**src/sv/assert_macros.svh**
```systemverilog
// ---------------------------------------------------------------------------
// Assertion macros
// Clocked property checks that compile away when SYNTHESIS is defined.
// ---------------------------------------------------------------------------
`ifndef ASSERT_MACROS_SVH
`define ASSERT_MACROS_SVH

`ifndef SYNTHESIS
// Check that a property holds at every rising edge outside reset.
`define ASSERT_PROP(label, clk, rst, prop) \
  label: assert property (@(posedge clk) disable iff (rst) prop) \
    else $error("assertion failed");
// Check that a condition never holds outside reset.
`define ASSERT_NEVER(label, clk, rst, cond) \
  label: assert property (@(posedge clk) disable iff (rst) !(cond)) \
    else $error("forbidden condition seen");
`else
`define ASSERT_PROP(label, clk, rst, prop)
`define ASSERT_NEVER(label, clk, rst, cond)
`endif

`endif

```
**src/sv/jhp_pkg.sv**
```systemverilog
// ---------------------------------------------------------------------------
// JPEG header parser package
// Phase codes, result kinds and the record passed from parser to output.
// ---------------------------------------------------------------------------
package jhp_pkg;

  typedef logic [2:0] kind_t;
  typedef logic [4:0] phase_t;

  // result kinds
  localparam kind_t KIND_START   = 3'd0;
  localparam kind_t KIND_QUANT   = 3'd1;
  localparam kind_t KIND_HCOUNT  = 3'd2;
  localparam kind_t KIND_HSYMBOL = 3'd3;
  localparam kind_t KIND_FRAME   = 3'd4;
  localparam kind_t KIND_COMP    = 3'd5;
  localparam kind_t KIND_SCAN    = 3'd6;
  localparam kind_t KIND_END     = 3'd7;

  // parser phases
  localparam phase_t PH_SEARCH    = 5'd0;
  localparam phase_t PH_MARK      = 5'd1;
  localparam phase_t PH_DONE      = 5'd2;
  localparam phase_t PH_SKIP_LH   = 5'd3;
  localparam phase_t PH_SKIP_LL   = 5'd4;
  localparam phase_t PH_SKIP_BODY = 5'd5;
  localparam phase_t PH_DQT_LH    = 5'd6;
  localparam phase_t PH_DQT_LL    = 5'd7;
  localparam phase_t PH_DQT_INFO  = 5'd8;
  localparam phase_t PH_DQT_ENT   = 5'd9;
  localparam phase_t PH_DHT_LH    = 5'd10;
  localparam phase_t PH_DHT_LL    = 5'd11;
  localparam phase_t PH_DHT_INFO  = 5'd12;
  localparam phase_t PH_DHT_CNT   = 5'd13;
  localparam phase_t PH_DHT_SYM   = 5'd14;
  localparam phase_t PH_SOF_HDR   = 5'd15;
  localparam phase_t PH_SOF_COMP  = 5'd16;
  localparam phase_t PH_SOS_HDR   = 5'd17;
  localparam phase_t PH_SOS_COMP  = 5'd18;
  localparam phase_t PH_SOS_TAIL  = 5'd19;

  // marker codes following the 0xFF prefix
  localparam logic [7:0] MK_PREFIX = 8'hFF;
  localparam logic [7:0] MK_STUFF  = 8'h00;
  localparam logic [7:0] MK_SOI    = 8'hD8;
  localparam logic [7:0] MK_EOI    = 8'hD9;
  localparam logic [7:0] MK_DQT    = 8'hDB;
  localparam logic [7:0] MK_DHT    = 8'hC4;
  localparam logic [7:0] MK_SOF0   = 8'hC0;
  localparam logic [7:0] MK_SOS    = 8'hDA;

  localparam logic [11:0] QUANT_ENTRIES = 12'd64;
  localparam logic [11:0] HUFF_COUNTS   = 12'd16;

  typedef struct packed {
    logic  valid;
    kind_t kind;
  } res_t;

endpackage

```
**src/sv/jhp_if.sv**
```systemverilog
// ---------------------------------------------------------------------------
// JPEG header parser channels
// Byte stream into the parser and result records out of it.
// ---------------------------------------------------------------------------
interface jhp_byte_if;
  logic       valid;
  logic       ready;
  logic [7:0] data_byte;

  modport source (output valid, output data_byte, input ready);
  modport sink   (input valid, input data_byte, output ready);
endinterface

interface jhp_rec_if;
  logic            valid;
  logic            ready;
  jhp_pkg::kind_t  kind;

  modport source (output valid, output kind, input ready);
  modport sink   (input valid, input kind, output ready);
endinterface

```
**src/sv/jhp_core.sv**
```systemverilog
// ---------------------------------------------------------------------------
// JPEG header parser core
// Marker and segment state machine; one byte per enabled cycle.
// ---------------------------------------------------------------------------
`include "assert_macros.svh"

module jhp_core (
  input  logic          clk,
  input  logic          rst,
  input  logic          fire,
  input  logic [7:0]    data_byte,
  output jhp_pkg::res_t res
);
  import jhp_pkg::*;

  phase_t      phase, phase_next;
  logic [15:0] remaining, remaining_next;
  logic [11:0] entry_count, entry_count_next;
  logic [12:0] symbol_total, symbol_total_next;
  logic        wide_entries, wide_entries_next;
  logic [7:0]  items_left, items_left_next;
  logic [7:0]  high_byte, high_byte_next;
  logic [2:0]  field_pos, field_pos_next;

  logic [16:0] seg_len;
  logic [15:0] len_body;
  logic [15:0] rem_dec;
  logic [11:0] count_inc;
  logic [12:0] sym_sum;
  logic [7:0]  items_dec;

  assign seg_len   = {1'b0, high_byte, data_byte};
  assign len_body  = (seg_len >= 17'd2) ? 16'(seg_len - 17'd2) : 16'd0;
  assign rem_dec   = (remaining != 16'd0) ? remaining - 16'd1 : 16'd0;
  assign count_inc = entry_count + 12'd1;
  assign sym_sum   = symbol_total + {5'd0, data_byte};
  assign items_dec = items_left - 8'd1;

  always_comb begin
    phase_next        = phase;
    remaining_next    = remaining;
    entry_count_next  = entry_count;
    symbol_total_next = symbol_total;
    wide_entries_next = wide_entries;
    items_left_next   = items_left;
    high_byte_next    = high_byte;
    field_pos_next    = field_pos;
    res.valid         = 1'b0;
    res.kind          = KIND_START;

    unique case (phase)
      PH_MARK: begin
        case (data_byte)
          MK_PREFIX: phase_next = PH_MARK;
          MK_SOI: begin
            res.valid  = 1'b1;
            res.kind   = KIND_START;
            phase_next = PH_SEARCH;
          end
          MK_EOI: begin
            res.valid  = 1'b1;
            res.kind   = KIND_END;
            phase_next = PH_DONE;
          end
          MK_STUFF: phase_next = PH_SEARCH;
          MK_DQT:   phase_next = PH_DQT_LH;
          MK_DHT:   phase_next = PH_DHT_LH;
          MK_SOF0: begin
            phase_next     = PH_SOF_HDR;
            field_pos_next = 3'd0;
          end
          MK_SOS: begin
            phase_next     = PH_SOS_HDR;
            field_pos_next = 3'd0;
          end
          default: phase_next = PH_SKIP_LH;
        endcase
      end
      PH_DONE: phase_next = PH_DONE;
      PH_SKIP_LH, PH_DQT_LH, PH_DHT_LH: begin
        high_byte_next = data_byte;
        phase_next     = phase + 5'd1;
      end
      PH_SKIP_LL, PH_DQT_LL, PH_DHT_LL: begin
        remaining_next = len_body;
        if (len_body == 16'd0) begin
          phase_next = PH_SEARCH;
        end else if (phase == PH_SKIP_LL) begin
          phase_next = PH_SKIP_BODY;
        end else begin
          phase_next = phase + 5'd1;
        end
      end
      PH_SKIP_BODY: begin
        remaining_next = rem_dec;
        if (rem_dec == 16'd0) phase_next = PH_SEARCH;
      end
      PH_DQT_INFO: begin
        wide_entries_next = (data_byte[7:4] != 4'd0);
        remaining_next    = rem_dec;
        entry_count_next  = 12'd0;
        field_pos_next    = 3'd0;
        phase_next        = PH_DQT_ENT;
      end
      PH_DQT_ENT: begin
        remaining_next = rem_dec;
        if (!wide_entries || field_pos == 3'd1) begin
          res.valid        = 1'b1;
          res.kind         = KIND_QUANT;
          field_pos_next   = 3'd0;
          entry_count_next = count_inc;
          if (count_inc >= QUANT_ENTRIES) begin
            phase_next = (rem_dec != 16'd0) ? PH_DQT_INFO : PH_SEARCH;
          end
        end else begin
          field_pos_next = 3'd1;
        end
      end
      PH_DHT_INFO: begin
        remaining_next    = rem_dec;
        entry_count_next  = 12'd0;
        symbol_total_next = 13'd0;
        phase_next        = PH_DHT_CNT;
      end
      PH_DHT_CNT: begin
        remaining_next    = rem_dec;
        symbol_total_next = sym_sum;
        res.valid         = 1'b1;
        res.kind          = KIND_HCOUNT;
        entry_count_next  = count_inc;
        if (count_inc >= HUFF_COUNTS) begin
          entry_count_next = 12'd0;
          if (sym_sum != 13'd0) begin
            phase_next = PH_DHT_SYM;
          end else begin
            phase_next = (rem_dec != 16'd0) ? PH_DHT_INFO : PH_SEARCH;
          end
        end
      end
      PH_DHT_SYM: begin
        remaining_next   = rem_dec;
        res.valid        = 1'b1;
        res.kind         = KIND_HSYMBOL;
        entry_count_next = count_inc;
        if ({1'b0, count_inc} >= symbol_total) begin
          phase_next = (rem_dec != 16'd0) ? PH_DHT_INFO : PH_SEARCH;
        end
      end
      PH_SOF_HDR: begin
        if (field_pos == 3'd6) begin
          res.valid = 1'b1;
          res.kind  = KIND_FRAME;
        end
        if (field_pos == 3'd7) begin
          items_left_next = data_byte;
          field_pos_next  = 3'd0;
          phase_next      = (data_byte != 8'd0) ? PH_SOF_COMP : PH_SEARCH;
        end else begin
          field_pos_next = field_pos + 3'd1;
        end
      end
      PH_SOF_COMP: begin
        if (field_pos == 3'd0) begin
          field_pos_next = 3'd1;
        end else if (field_pos == 3'd1) begin
          field_pos_next = 3'd2;
        end else begin
          res.valid       = 1'b1;
          res.kind        = KIND_COMP;
          field_pos_next  = 3'd0;
          items_left_next = items_dec;
          if (items_dec == 8'd0) phase_next = PH_SEARCH;
        end
      end
      PH_SOS_HDR: begin
        if (field_pos >= 3'd2) begin
          items_left_next = data_byte;
          field_pos_next  = 3'd0;
          phase_next      = (data_byte != 8'd0) ? PH_SOS_COMP : PH_SOS_TAIL;
        end else begin
          field_pos_next = field_pos + 3'd1;
        end
      end
      PH_SOS_COMP: begin
        if (field_pos == 3'd0) begin
          field_pos_next = 3'd1;
        end else begin
          res.valid       = 1'b1;
          res.kind        = KIND_SCAN;
          field_pos_next  = 3'd0;
          items_left_next = items_dec;
          if (items_dec == 8'd0) phase_next = PH_SOS_TAIL;
        end
      end
      PH_SOS_TAIL: begin
        if (field_pos >= 3'd2) begin
          field_pos_next = 3'd0;
          phase_next     = PH_SEARCH;
        end else begin
          field_pos_next = field_pos + 3'd1;
        end
      end
      default: begin
        phase_next = (data_byte == MK_PREFIX) ? PH_MARK : PH_SEARCH;
      end
    endcase
  end

  always_ff @(posedge clk) begin
    if (rst) begin
      phase        <= PH_SEARCH;
      remaining    <= 16'd0;
      entry_count  <= 12'd0;
      symbol_total <= 13'd0;
      wide_entries <= 1'b0;
      items_left   <= 8'd0;
      high_byte    <= 8'd0;
      field_pos    <= 3'd0;
    end else if (fire) begin
      phase        <= phase_next;
      remaining    <= remaining_next;
      entry_count  <= entry_count_next;
      symbol_total <= symbol_total_next;
      wide_entries <= wide_entries_next;
      items_left   <= items_left_next;
      high_byte    <= high_byte_next;
      field_pos    <= field_pos_next;
    end
  end

  // end of image is final: silent and sticky
  `ASSERT_NEVER(a_done_silent, clk, rst, phase == PH_DONE && res.valid)
  `ASSERT_PROP(a_done_sticky, clk, rst, phase == PH_DONE |=> phase == PH_DONE)
  // a quant table never runs past its 64 entries
  `ASSERT_NEVER(a_dqt_bound, clk, rst, phase == PH_DQT_ENT && entry_count >= QUANT_ENTRIES)
  // symbol walk stays below the summed count
  `ASSERT_NEVER(a_sym_bound, clk, rst,
                phase == PH_DHT_SYM && {1'b0, entry_count} >= symbol_total)

endmodule

```
**src/sv/jpeg_header_parser.sv**
```systemverilog
// ---------------------------------------------------------------------------
// JPEG header parser
// Walks the marker segments of a baseline JPEG byte stream and emits one
// record per decoded header field.
// ---------------------------------------------------------------------------
//  channel  | role   | payload             | meaning
//  ---------+--------+---------------------+---------------------------------
//  stream   | sink   | data_byte [7:0]     | next byte of the file
//  record   | source | kind [2:0]          | kind of header field decoded
//
//  One byte is taken per cycle while stream.ready is high; each accepted
//  byte updates the parser state in the same cycle and may load one record
//  into the output register, seen on record in the cycle after acceptance.
//  stream.ready is high whenever the output register is empty or is being
//  emptied in this cycle, so a waiting record holds back the stream only for
//  as long as record.ready stays low.
//  Reset (rst, synchronous) returns the parser to marker search and drops
//  any pending record.
// ---------------------------------------------------------------------------
module jpeg_header_parser (
  input  logic      clk,
  input  logic      rst,
  jhp_byte_if.sink  stream,
  jhp_rec_if.source record
);
  import jhp_pkg::*;

  res_t  res;
  logic  fire;
  logic  out_valid;
  kind_t out_kind;

  // take a byte while the result slot is free or draining
  assign stream.ready = !out_valid || record.ready;
  assign fire         = stream.valid && stream.ready;

  jhp_core u_core (
    .clk       (clk),
    .rst       (rst),
    .fire      (fire),
    .data_byte (stream.data_byte),
    .res       (res)
  );

  // output register: load on a new record, drop once taken
  always_ff @(posedge clk) begin
    if (rst) begin
      out_valid <= 1'b0;
    end else if (fire && res.valid) begin
      out_valid <= 1'b1;
    end else if (record.ready) begin
      out_valid <= 1'b0;
    end
  end

  always_ff @(posedge clk) begin
    if (fire && res.valid) begin
      out_kind <= res.kind;
    end
  end

  assign record.valid = out_valid;
  assign record.kind  = out_kind;

endmodule
```
**src/flat_wrapper.sv**
```systemverilog
// flat-port wrapper written by rule: the top's interface ports become plain ports
module jpeg_header_parser_flat import jhp_pkg::*;
  (clk, rst, stream_valid, stream_data_byte, stream_ready, record_valid, record_kind, record_ready);
  jhp_byte_if stream_i ();
  jhp_rec_if record_i ();
  input  logic clk;
  input  logic rst;
  input wire logic [$bits(stream_i.valid)-1:0] stream_valid;
  input wire logic [$bits(stream_i.data_byte)-1:0] stream_data_byte;
  output wire logic [$bits(stream_i.ready)-1:0] stream_ready;
  output wire logic [$bits(record_i.valid)-1:0] record_valid;
  output wire logic [$bits(record_i.kind)-1:0] record_kind;
  input wire logic [$bits(record_i.ready)-1:0] record_ready;
  assign stream_i.valid = stream_valid;
  assign stream_i.data_byte = stream_data_byte;
  assign stream_ready = stream_i.ready;
  assign record_valid = record_i.valid;
  assign record_kind = record_i.kind;
  assign record_i.ready = record_ready;
  jpeg_header_parser u_core (.clk(clk), .rst(rst), .stream(stream_i), .record(record_i));
endmodule
```
**config.mk**
```make
export PLATFORM = sky130hd
export DESIGN_NAME = jpeg_header_parser_flat
export DESIGN_NICKNAME = d
export VERILOG_FILES = /design/src/sv/jhp_pkg.sv /design/src/sv/jhp_if.sv /design/src/sv/jhp_core.sv /design/src/sv/jpeg_header_parser.sv /design/src/flat_wrapper.sv
export VERILOG_INCLUDE_DIRS = /design/src /design/src/sv
export SDC_FILE = /design/constraint.sdc
export NUM_CORES = 1
export LEC_CHECK = 0
export BUFFER_PORTS_ARGS = -buffer_cell sky130_fd_sc_hd__buf_4
export CAP_MARGIN = 20
export CORE_ASPECT_RATIO = 0.9
export CORE_MARGIN = 1
export CORE_UTILIZATION = 50
export DETAILED_ROUTE_END_ITERATION = 6
export PLACE_DENSITY = 0.65
export SETUP_SLACK_MARGIN = 0.05
export SYNTH_ARGS = -nofsm -noshare
export SYNTH_HDL_FRONTEND = slang
export SYNTH_SLANG_ARGS = --single-unit
```
**constraint.sdc**
```tcl
create_clock -name clk -period 4.5 [get_ports clk]
set_clock_uncertainty 0.05 [all_clocks]
set_input_delay 0.225 -clock clk [delete_from_list [all_inputs] [get_ports clk]]
set_output_delay 0.225 -clock clk [all_outputs]
set_load 0.05 [all_outputs]
```
## Word-level counts from Yosys, hierarchy flattened

Index checks and enable logic that the tools add are counted.

- Add/subtract/negate cells: 7
- Multiplexer cells: 53
- Eq/ne operators: 43
- Reduce and logical (&&, ||, !) cells: 37
- Magnitude comparators: 5

Operators by type and width:

| kind | number |
|---|---|
| $mux W5 | 16 |
| $pmux W5 S15 | 1 |
| $eq A8 B8 Y1 const B | 7 |
| $pmux W12 S4 | 1 |
| $eq A5 B4 Y1 const B | 8 |
| $mux W8 | 5 |
| $pmux W5 S7 | 1 |
| $logic_not A16 Y1 | 2 |
| $mux W16 | 2 |
| $mux W4 | 8 |
| $pmux W16 S2 | 1 |
| $pmux W8 S4 | 1 |
| $reduce_bool A16 Y1 | 2 |
| $ne A2 B2 Y1 const B | 14 |
| $pmux W4 S7 | 1 |
| $pmux W13 S2 | 1 |
| $mux W12 | 2 |
| $pmux W3 S7 | 1 |
| $eq A5 B3 Y1 const B | 4 |
| $eq A5 B5 Y1 const B | 4 |
| $ge A16 B2 Y1 const B | 1 |
| $logic_not A8 Y1 | 2 |
| $sub A16 B1 Y16 const B | 1 |
| $sub A16 B2 Y16 const B | 1 |
| 33 further kinds | 58 |

- Input port bits: 12
- Bits in registers: 70

## Depth between registers and ports, before layout

Gate-level depths: netlist (run 1).

- Depth after elaboration: 7
- Gate-level depth with buffers: 14
- Mapped depth without buffers: 13

## Hierarchy

Synthesis (run 1) repeated with hierarchy kept, for this count alone.

- Cell total of the unflattened synthesis: 757
- Area total of the unflattened synthesis: 5780.5 sq um

By module, submodules not included:

| module | area an instance (sq um) | times used | cells each | seq. area each (sq um) |
|---|---|---|---|---|
| jhp_core | 5622.9 | 1 | 748 | 1321.3 |
| jpeg_header_parser | 157.7 | 1 | 9 | 110.1 |

## Worst setup path after synthesis (run 1)

Ideal clock, no wire load.

- Path type: reg2reg
- Start point: reg u_core.u_core.entry_count[4]
- End point: reg u_core.u_core.phase[3]
- Slack: 944 ps
- Library setup time: 75 ps
- Data arrival time: 3432 ps
- Stages on the path, launching flop included: 15
- Period minus slack after synthesis: 3556 ps
- Data required time: 4375 ps
- Path through: dfxtp_1 > clkbuf_1 > nand3_1 > nor3_1 > and3_1 > xor2_1 > ha_1 > nand2_1 > nor2_1 > o21ai_0 > nand2_1 > or4bb_1 > or4_1 > or4_4 > o22ai_1

- Word-level cells in the longest chain between the ends: 4
- Elaborated cells between the ends (all ways): 8
- Classes of those cells: 1 x add/sub; 3 x order compare; 3 x eq/ne; 1 x reduce/logical

RTL lines:

| what | RTL line | RTL |
|---|---|---|
| start, declared | jhp_core.sv:18 | `logic [11:0] entry_count, entry_count_next;` |
| start signal, assigned | jhp_core.sv:222 | `entry_count <= entry_count_next;` |
| $add A12 B1 Y12 * | jhp_core.sv:35 | `assign count_inc = entry_count + 12'd1;` |
| $ge A12 B13 Y1 (tied with other cells) | jhp_core.sv:145 | `if ({1'b0, count_inc} >= symbol_total) begin` |
| $ne A2 B2 Y1 (no line) | n/a |  |
| $reduce_and A14 Y1 (no line) * | n/a |  |
| end signal, assigned | jhp_core.sv:220 | `phase <= phase_next;` |
| end, declared | jhp_core.sv:16 | `phase_t phase, phase_next;` |

Mark *: on every way between the ends. The rest lies on a longest branch, timed or not.
A chain may end at the register's enable or synchronous reset.

## Final worst setup path (run 1)

- Start point: reg u_core.u_core.entry_count[2]
- End point: reg u_core.u_core.phase[3]

Same word-level chain as after synthesis.

==> run summary, run 1 <==
Status - finished clean
Reg area - 1430 µm²
Total Routing Usage GR - 28.0%
Multi-input gate area - 4000 µm²
Avg WL per Cell - 17.8 µm
Pwr dens - 221 nW/µm²
Chip width - 115 µm
Initial antenna violation count - 0
Worst setup path startpoint - u_core.u_core.entry_count[2]
Setup_tns - 0 ps
Std-Cell Rows - 36
Placer congestion estimate - 0.984
Clk_lat worst skew - 340 ps
Setup violations, final - 0
Antenna Cells - 0
Remaining antenna violation count - 0
Tcrit/Tclk final - 86.8%
Worst path arrival time - 4120 ps
EDFF count, synth - 3
Final #Nets - 817
Slew margin rel. - 32.7%
Yosys cell types - 73
Vias in the first global route - 5,087
Syn_nets - 832
Drt first-iter violations - 554
Remaining DRCs - 0
Reg2Reg Setup Slack - 590 ps
# port buffers - 16
Crit path to - u_core.u_core.phase[3]
Placed cells - 910
Die Area - 12,000 µm²
DRT Pass-1 Iters - 5
Fmax - 0.256 GHz
Power after layout - 1.38 mW
WL final - 16,400 µm
Root Driver - clkbuf_16
TritonCTS clock tree - done
Filler Cell Count - 1,051
Cell Count, Final, Fillers Out - 925
Count of final hold-check violations - 0
Leak - 2.37 nW
Mapped Area - 5770 µm²
Period minus WS final - 3910 ps
Worst slew pin tran - 1000 ps
Startpoint Class - flip-flop
Clock Path Buffers - 2
FFs w/ async S/R, synth - 0%
Core Region - 11,000 µm²
Worst Path Required - 4710 ps
Area growth syn-to-layout - 7.85%
Hpwl dp - 11,900 µm
DR vias/cell - 6.36
Ports - 17
Max Slew Vio Count - 0
H-tree depth - 3
CP Class - reg -> reg
Gate Count Post-Synth - 784
Max stage delay cell, worst path - or4_1
Num CTS Buffers - 9
CTS Sinks - 70
Layout cell share with drive strength beyond 1 - 6.34%
Grt total ovfl - 0
Primary FF master, synth - dfxtp_1
Sequential fraction of the synthesis area - 24.8%
HP Class - in -> reg
CTS clk-pin slew, worst paths - 60 ps
R2R Path Start - u_core.u_core.entry_count[2]
First-pass GRT wire length - 26,400 µm
Routed vias - 5,886
RSZ-0062 raised after global routing - no
Delay of the slowest critical-path stage - 550 ps
Reg2reg path depth - 13
Worst Path Max Fanout - 8
Hold Buf Count CTS - 0
Syn Area/Cell - 7.36 µm²
Element type at the critical path end - flip-flop
Most frequent CP cell - nand2_1
R2R Path End - u_core.u_core.phase[3]
VDD IR max - 0.171 mV
Die Y - 104 µm
#FFs+latches synth - 70
Max Cap Viol - 0
Critical path cell sequence - nand3_1 > nor3_1 > and3_1 > xor2_1 > ha_1 > nand2_1 > nor2_1 > o21ai_0 > nand2_1 > or4bb_1 > or4_1 > or4_4 > o22ai_1
Setup Fix Bufs, Post-CTS - 0
Starting Density - 52.3%
Ys Warns - 0
Largest net degree at the start of global routing - 66
CTS resizes - 0
## logic make-up after synthesis
family	Yosys count	share of synthesized area, %
DFF	70	24.8
buffers and inverters	87	5.88
adders and majority gates	36	7.94
muxes	17	2.99
AOI/OAI and AO/OA	216	24.7
xor gates and xnor gates	37	5.62
and+or+nand+nor	321	28.1
## report_power, final
group / switching [mW] / internal, mW / total (mW)
logic: 0.0492 / 0.0233 / 0.0724
registers: 0.0000798 / 0.624 / 0.624
clock network: 0.265 / 0.415 / 0.680
## flip-flops by register name, indices dropped and copies added, names as in the netlist
name and flops:
u_core.record.valid 1, u_core.record.kind 3, u_core.u_core.entry_count 12, u_core.u_core.high_byte 8, u_core.u_core.field_pos 3, u_core.u_core.phase 5, u_core.u_core.remaining 16, u_core.u_core.symbol_total 13
u_core.u_core.wide_entries 1, u_core.u_core.items_left 8
## how the worst min path moves through the flow
stage | start | end | slack (ps) | cells after the start
6_report | record_ready | u_core.record.valid | 180 | 3
3_5_place_dp | u_core.u_core.remaining[3] | u_core.u_core.remaining[3] | 480 | 2
3_3_place_gp | u_core.u_core.items_left[1] | u_core.u_core.items_left[1] | 460 | 2
2_1_floorplan | rst | u_core.u_core.phase[1] | 390 | 2
5_1_grt | record_ready | u_core.record.valid | 190 | 3
4_1_cts | record_ready | u_core.record.valid | 170 | 3
## per-layer routing
metal,wire [µm],track usage [%],vias to the layer above
met2,6810,38.6,239
met1,8120,43.0,2778
met5,0,0,-
li1,-,-,2846
met3,1320,6.76,23
met4,187,6.40,0
## final cells by class
cell class | count | area share [%]
well taps | 152 | 3.06
flip-flops and latches | 70 | 23.0
clock buffers | 14 | 4.41
inverters | 36 | 2.17
repair buffers | 25 | 3.02
multi-input cells | 627 | 64.3
clock inverters | 1 | 0.0805
## cells in the final DEF (no fill, tap or decap), types with 4 or more instances in the layout
master and n:
clkbuf_16 9, o2111ai_1 5, a22oi_1 19, a21oi_1 46, and2_1 6, a22o_1 5
nand4_1 13, inv_1 36, a31oi_1 8, nand2_1 51, a21o_1 7, ha_1 35
o32ai_1 7, mux2i_1 15, nand2b_1 12, and3_1 9, o21bai_1 4, nand3_1 24
o22ai_1 8, nor2_1 110, xor2_1 19, o21ai_0 54, and4_1 4, buf_4 25
nor3b_1 10, nor3_1 34, o221ai_1 4, nor4_1 14, a211oi_1 8, dfxtp_1 67
or4_1 6, xnor2_1 18, or3_1 6, o211ai_1 9
## through the flow
stage               instance area (µm²)  hold slack (ps)  worst slack, ps  util, %
floorplan                          5770              394              944        -
global placement                   5940              458              744     53.8
detailed placement                 5940              479              656     53.8
CTS                                6220              166              635     56.4
global route                       6220              186              395     56.4
finish                             6220              181              592     56.4
## Yosys cell counts, drive strengths merged, types with 8 or more instances
| cell | count | area (µm²) |
|---|---|---|
| a211oi | 8 | 60.1 |
| or4 | 8 | 67.6 |
| clkbuf | 45 | 169 |
| nand2 | 51 | 191 |
| mux2i | 15 | 150 |
| inv | 36 | 135 |
| xor2 | 19 | 166 |
| a22oi | 19 | 143 |
| o211ai | 9 | 67.6 |
| nor3b | 10 | 75.1 |
| a31oi | 8 | 50.1 |
| nand4 | 13 | 81.3 |
| nor2 | 110 | 413 |
| ha | 35 | 438 |
| nor3 | 35 | 180 |
| o22ai | 8 | 50.1 |
| nor4 | 14 | 87.6 |
| dfxtp | 67 | 1340 |
| nand2b | 12 | 75.1 |
| nand3 | 24 | 120 |
| and3 | 9 | 56.3 |
| xnor2 | 18 | 158 |
| a21oi | 47 | 239 |
| o21ai | 56 | 280 |
## worst max-delay path: cells and delay by family (launching register included)
| family | cells | cell delay (ps) |
|---|---|---|
| adder cells (fa/ha/maj) | 1 | 300 |
| AND/OR/NAND/NOR | 9 | 2690 |
| flip-flops | 1 | 430 |
| XOR/XNOR | 1 | 80 |
| AO/OA/AOI/OAI | 2 | 290 |
Power figures use the tool's default switching activity.
==> inputs of run 2 (changes only) <==
ABC_AREA = 1   (was not set)
SYNTH_HIERARCHICAL = 1   (was not set)
==> run 2 against run 1 <==
Net effect:
- area after synthesis is 10% higher
- via count is 13% higher
- flip-flop and latch count stayed put
- cell area is 9.8% higher
- combinational power is 60% higher
- maximum frequency is 39% higher
- clock-buffer cell count is 4 lower
- setup slack better by 1100 ps
- worst hold slack worse by 32 ps
- final cell count is 34% higher
- register-to-register slack better by 1100 ps
- sequential share of layout area is 2.1 points lower
- critical endpoint is now u_core/u_core/phase[0]
==> run summary, run 2 <==
Synth area leader - dfxtp_1
Hold Buf Count CTS - 0
Grt total ovfl - 0
Num CTS Buffers - 9
Fin Hold WS - 148 ps
Top reg by flops - u_core/u_core/remaining
Tcrit/Tclk final - 62.5%
Count leader, synth - nand2_1
Die Y - 109 µm
Total Routing Usage GR - 27.8%
RSZ-0062 raised after global routing - no
H-tree depth - 3
Min-delay src - stream_data_byte[6]
Max Slew Vio Count - 0
Worst Path Max Fanout - 7
Antenna Cells - 0
Yosys cell types - 50
Element type at the critical path end - flip-flop
EDFF count, synth - 3
Leak - 3.32 nW
Sequential fraction of the synthesis area - 22.5%
Setup violations, final - 0
WL final - 17,700 µm
Syn_nets - 1,119
HP Class - in -> reg
Period minus WS final - 2810 ps
TritonCTS clock tree - done
Max Cap Viol - 0
Commonest non-fill, non-tap cell in the layout - nand2_1
Vias in the first global route - 5,597
R2R Path Start - u_core/u_core/entry_count[0]
Commonest non-fill, non-tap cells in the layout - nand2_1, nor2_1, inv_1, nand3_1, dfxtp_1
Drt first-iter violations - 717
CTS resizes - 0
Hold Path Depth - 3
CTS clk-pin slew, worst paths - 60 ps
DR vias/cell - 5.35
Placer congestion estimate - 0.967
Setup_tns - 0 ps
Clk_lat worst skew - 350 ps
Ys Warns - 6
Core Region - 12,200 µm²
Std-Cell Rows - 38
Starting Density - 52.0%
# port buffers - 16
Status - finished clean
Remaining antenna violation count - 0
Largest net degree at the start of global routing - 42
Slew margin rel. - 38.6%
Count of final hold-check violations - 0
DRT Pass-1 Iters - 6
WHS Endpoint - u_core/u_core/high_byte[6]
Gate Count Post-Synth - 1,071
Worst path arrival time - 3000 ps
Top Registers - u_core/u_core/remaining x16, u_core/u_core/symbol_total x13, u_core/u_core/entry_count x12
#FFs+latches synth - 70
Top-area cell type share of the netlist area - 21.1%
Reg2reg path depth - 18
Startpoint Class - flip-flop
Most instantiated cells after synthesis - nand2_1, nor2_1, inv_1
Power after layout - 1.42 mW
Pwr dens - 207 nW/µm²
Final #Nets - 1,125
Primary FF master, synth - dfxtp_1
VDD IR max - 0.221 mV
Syn Area/Cell - 5.93 µm²
Filler Cell Count - 1,241
Ports - 17
Clock Path Buffers - 2
Worst slew pin tran - 918 ps
Die Area - 13,200 µm²
CP Class - reg -> reg
Initial antenna violation count - 0
Reg2Reg Setup Slack - 1690 ps
FFs w/ async S/R, synth - 0%
Routed vias - 6,641
Synth area leaders - dfxtp_1, nand2_1, nor2_1, inv_1, nand3_1
Chip width - 121 µm
R2R Path End - u_core/u_core/phase[0]
Remaining DRCs - 0
Mapped Area - 6350 µm²
Avg WL per Cell - 14.2 µm
Layout cell share with drive strength beyond 1 - 8.41%
Max reg flops - 16
Setup Fix Bufs, Post-CTS - 0
First-pass GRT wire length - 28,600 µm
Worst Path Required - 4690 ps
Root Driver - clkbuf_16
Hpwl dp - 13,700 µm
Fmax - 0.355 GHz
CTS Sinks - 70
Area growth syn-to-layout - 7.61%
## run 2: cell types whose count changed in the layout (fill, tap and decap cells not counted), sizes merged, moves of 13 or more
| cell | change |
|---|---|
| nand2 | +249 |
| nand3 | +72 |
| a21oi | +13 |
| nor2 | +64 |
| inv | +126 |
| xnor2 | -15 |
| a22oi | -19 |
| mux2i | -15 |
| nor3 | -19 |
## run 2: critical path: stages (launching register included)
cell     delay [ps]
dfxtp_1         440
ha_1            270
nand3_1         110
nor2_1          180
nand2_1          70
nand2_1          60
and2_1          140
inv_1            60
ha_1            300
a21oi_1         120
o21ai_0         100
a21oi_1         130
nand2_1          70
nor3_1          160
nor2_1           80
nand2_2         140
inv_2            60
o21ai_1         120
nor2_1           60
## run 2: where the power goes
| group | total, mW | leakage, nW | internal, mW | switching (mW) |
|---|---|---|---|---|
| sequential | 0.627 | 0.567 | 0.625 | 0.00227 |
| combinational | 0.116 | 2.63 | 0.0349 | 0.0806 |
| clock | 0.673 | 0.130 | 0.385 | 0.289 |
## run 2: layout make-up
type	instances	area, µm²	share of cell area, %
Multi-Input combinational cell	817	4190	61.4
Sequential cell	70	1430	21.0
Inverter	163	612	8.96
Clock buffer	10	239	3.50
Tap cell	160	200	2.93
Timing Repair Buffer	16	120	1.76
Clock inverter	6	37.5	0.549
## run 2: stage by stage
step	worst slack [ps]	util, %	cells	cell area, µm²
2_1_floorplan	2060	-	1071	6350
3_3_place_gp	1750	53.6	1226	6560
3_5_place_dp	1700	53.6	1226	6560
4_1_cts	1680	55.9	1242	6830
5_1_grt	1410	55.9	1242	6830
6_report	1690	55.9	1242	6830
## run 2: how the worst max path moves through the flow
| stage | from | cells past startpoint | slack [ps] | to |
|---|---|---|---|---|
| 6_report | u_core/u_core/entry_count[0] | 18 | 1690 | u_core/u_core/phase[0] |
| 2_1_floorplan | u_core/u_core/entry_count[0] | 18 | 2060 | u_core/u_core/phase[0] |
| 5_1_grt | u_core/u_core/entry_count[0] | 18 | 1410 | u_core/u_core/phase[0] |
| 3_3_place_gp | u_core/u_core/entry_count[0] | 18 | 1750 | u_core/u_core/phase[0] |
| 4_1_cts | u_core/u_core/entry_count[0] | 18 | 1680 | u_core/u_core/phase[2] |
| 3_5_place_dp | u_core/u_core/entry_count[0] | 18 | 1700 | u_core/u_core/phase[0] |
## run 2: per-layer routing
metal	up-vias	share of wire (%)	global-route usage [%]
met5	-	0	0
met4	0	1.0	6.79
met3	16	7.1	4.45
met2	211	37	37.0
met1	2933	55	44.7
li1	3481	-	-
## run 2: logic make-up after synthesis
family,share of synthesized area [%]
and+or+nand+nor,42.6
buffers and inverters,11.4
xor gates and xnor gates,1.38
AOI/OAI and AO/OA,14.9
DFF,22.5
adders and majority gates,7.21
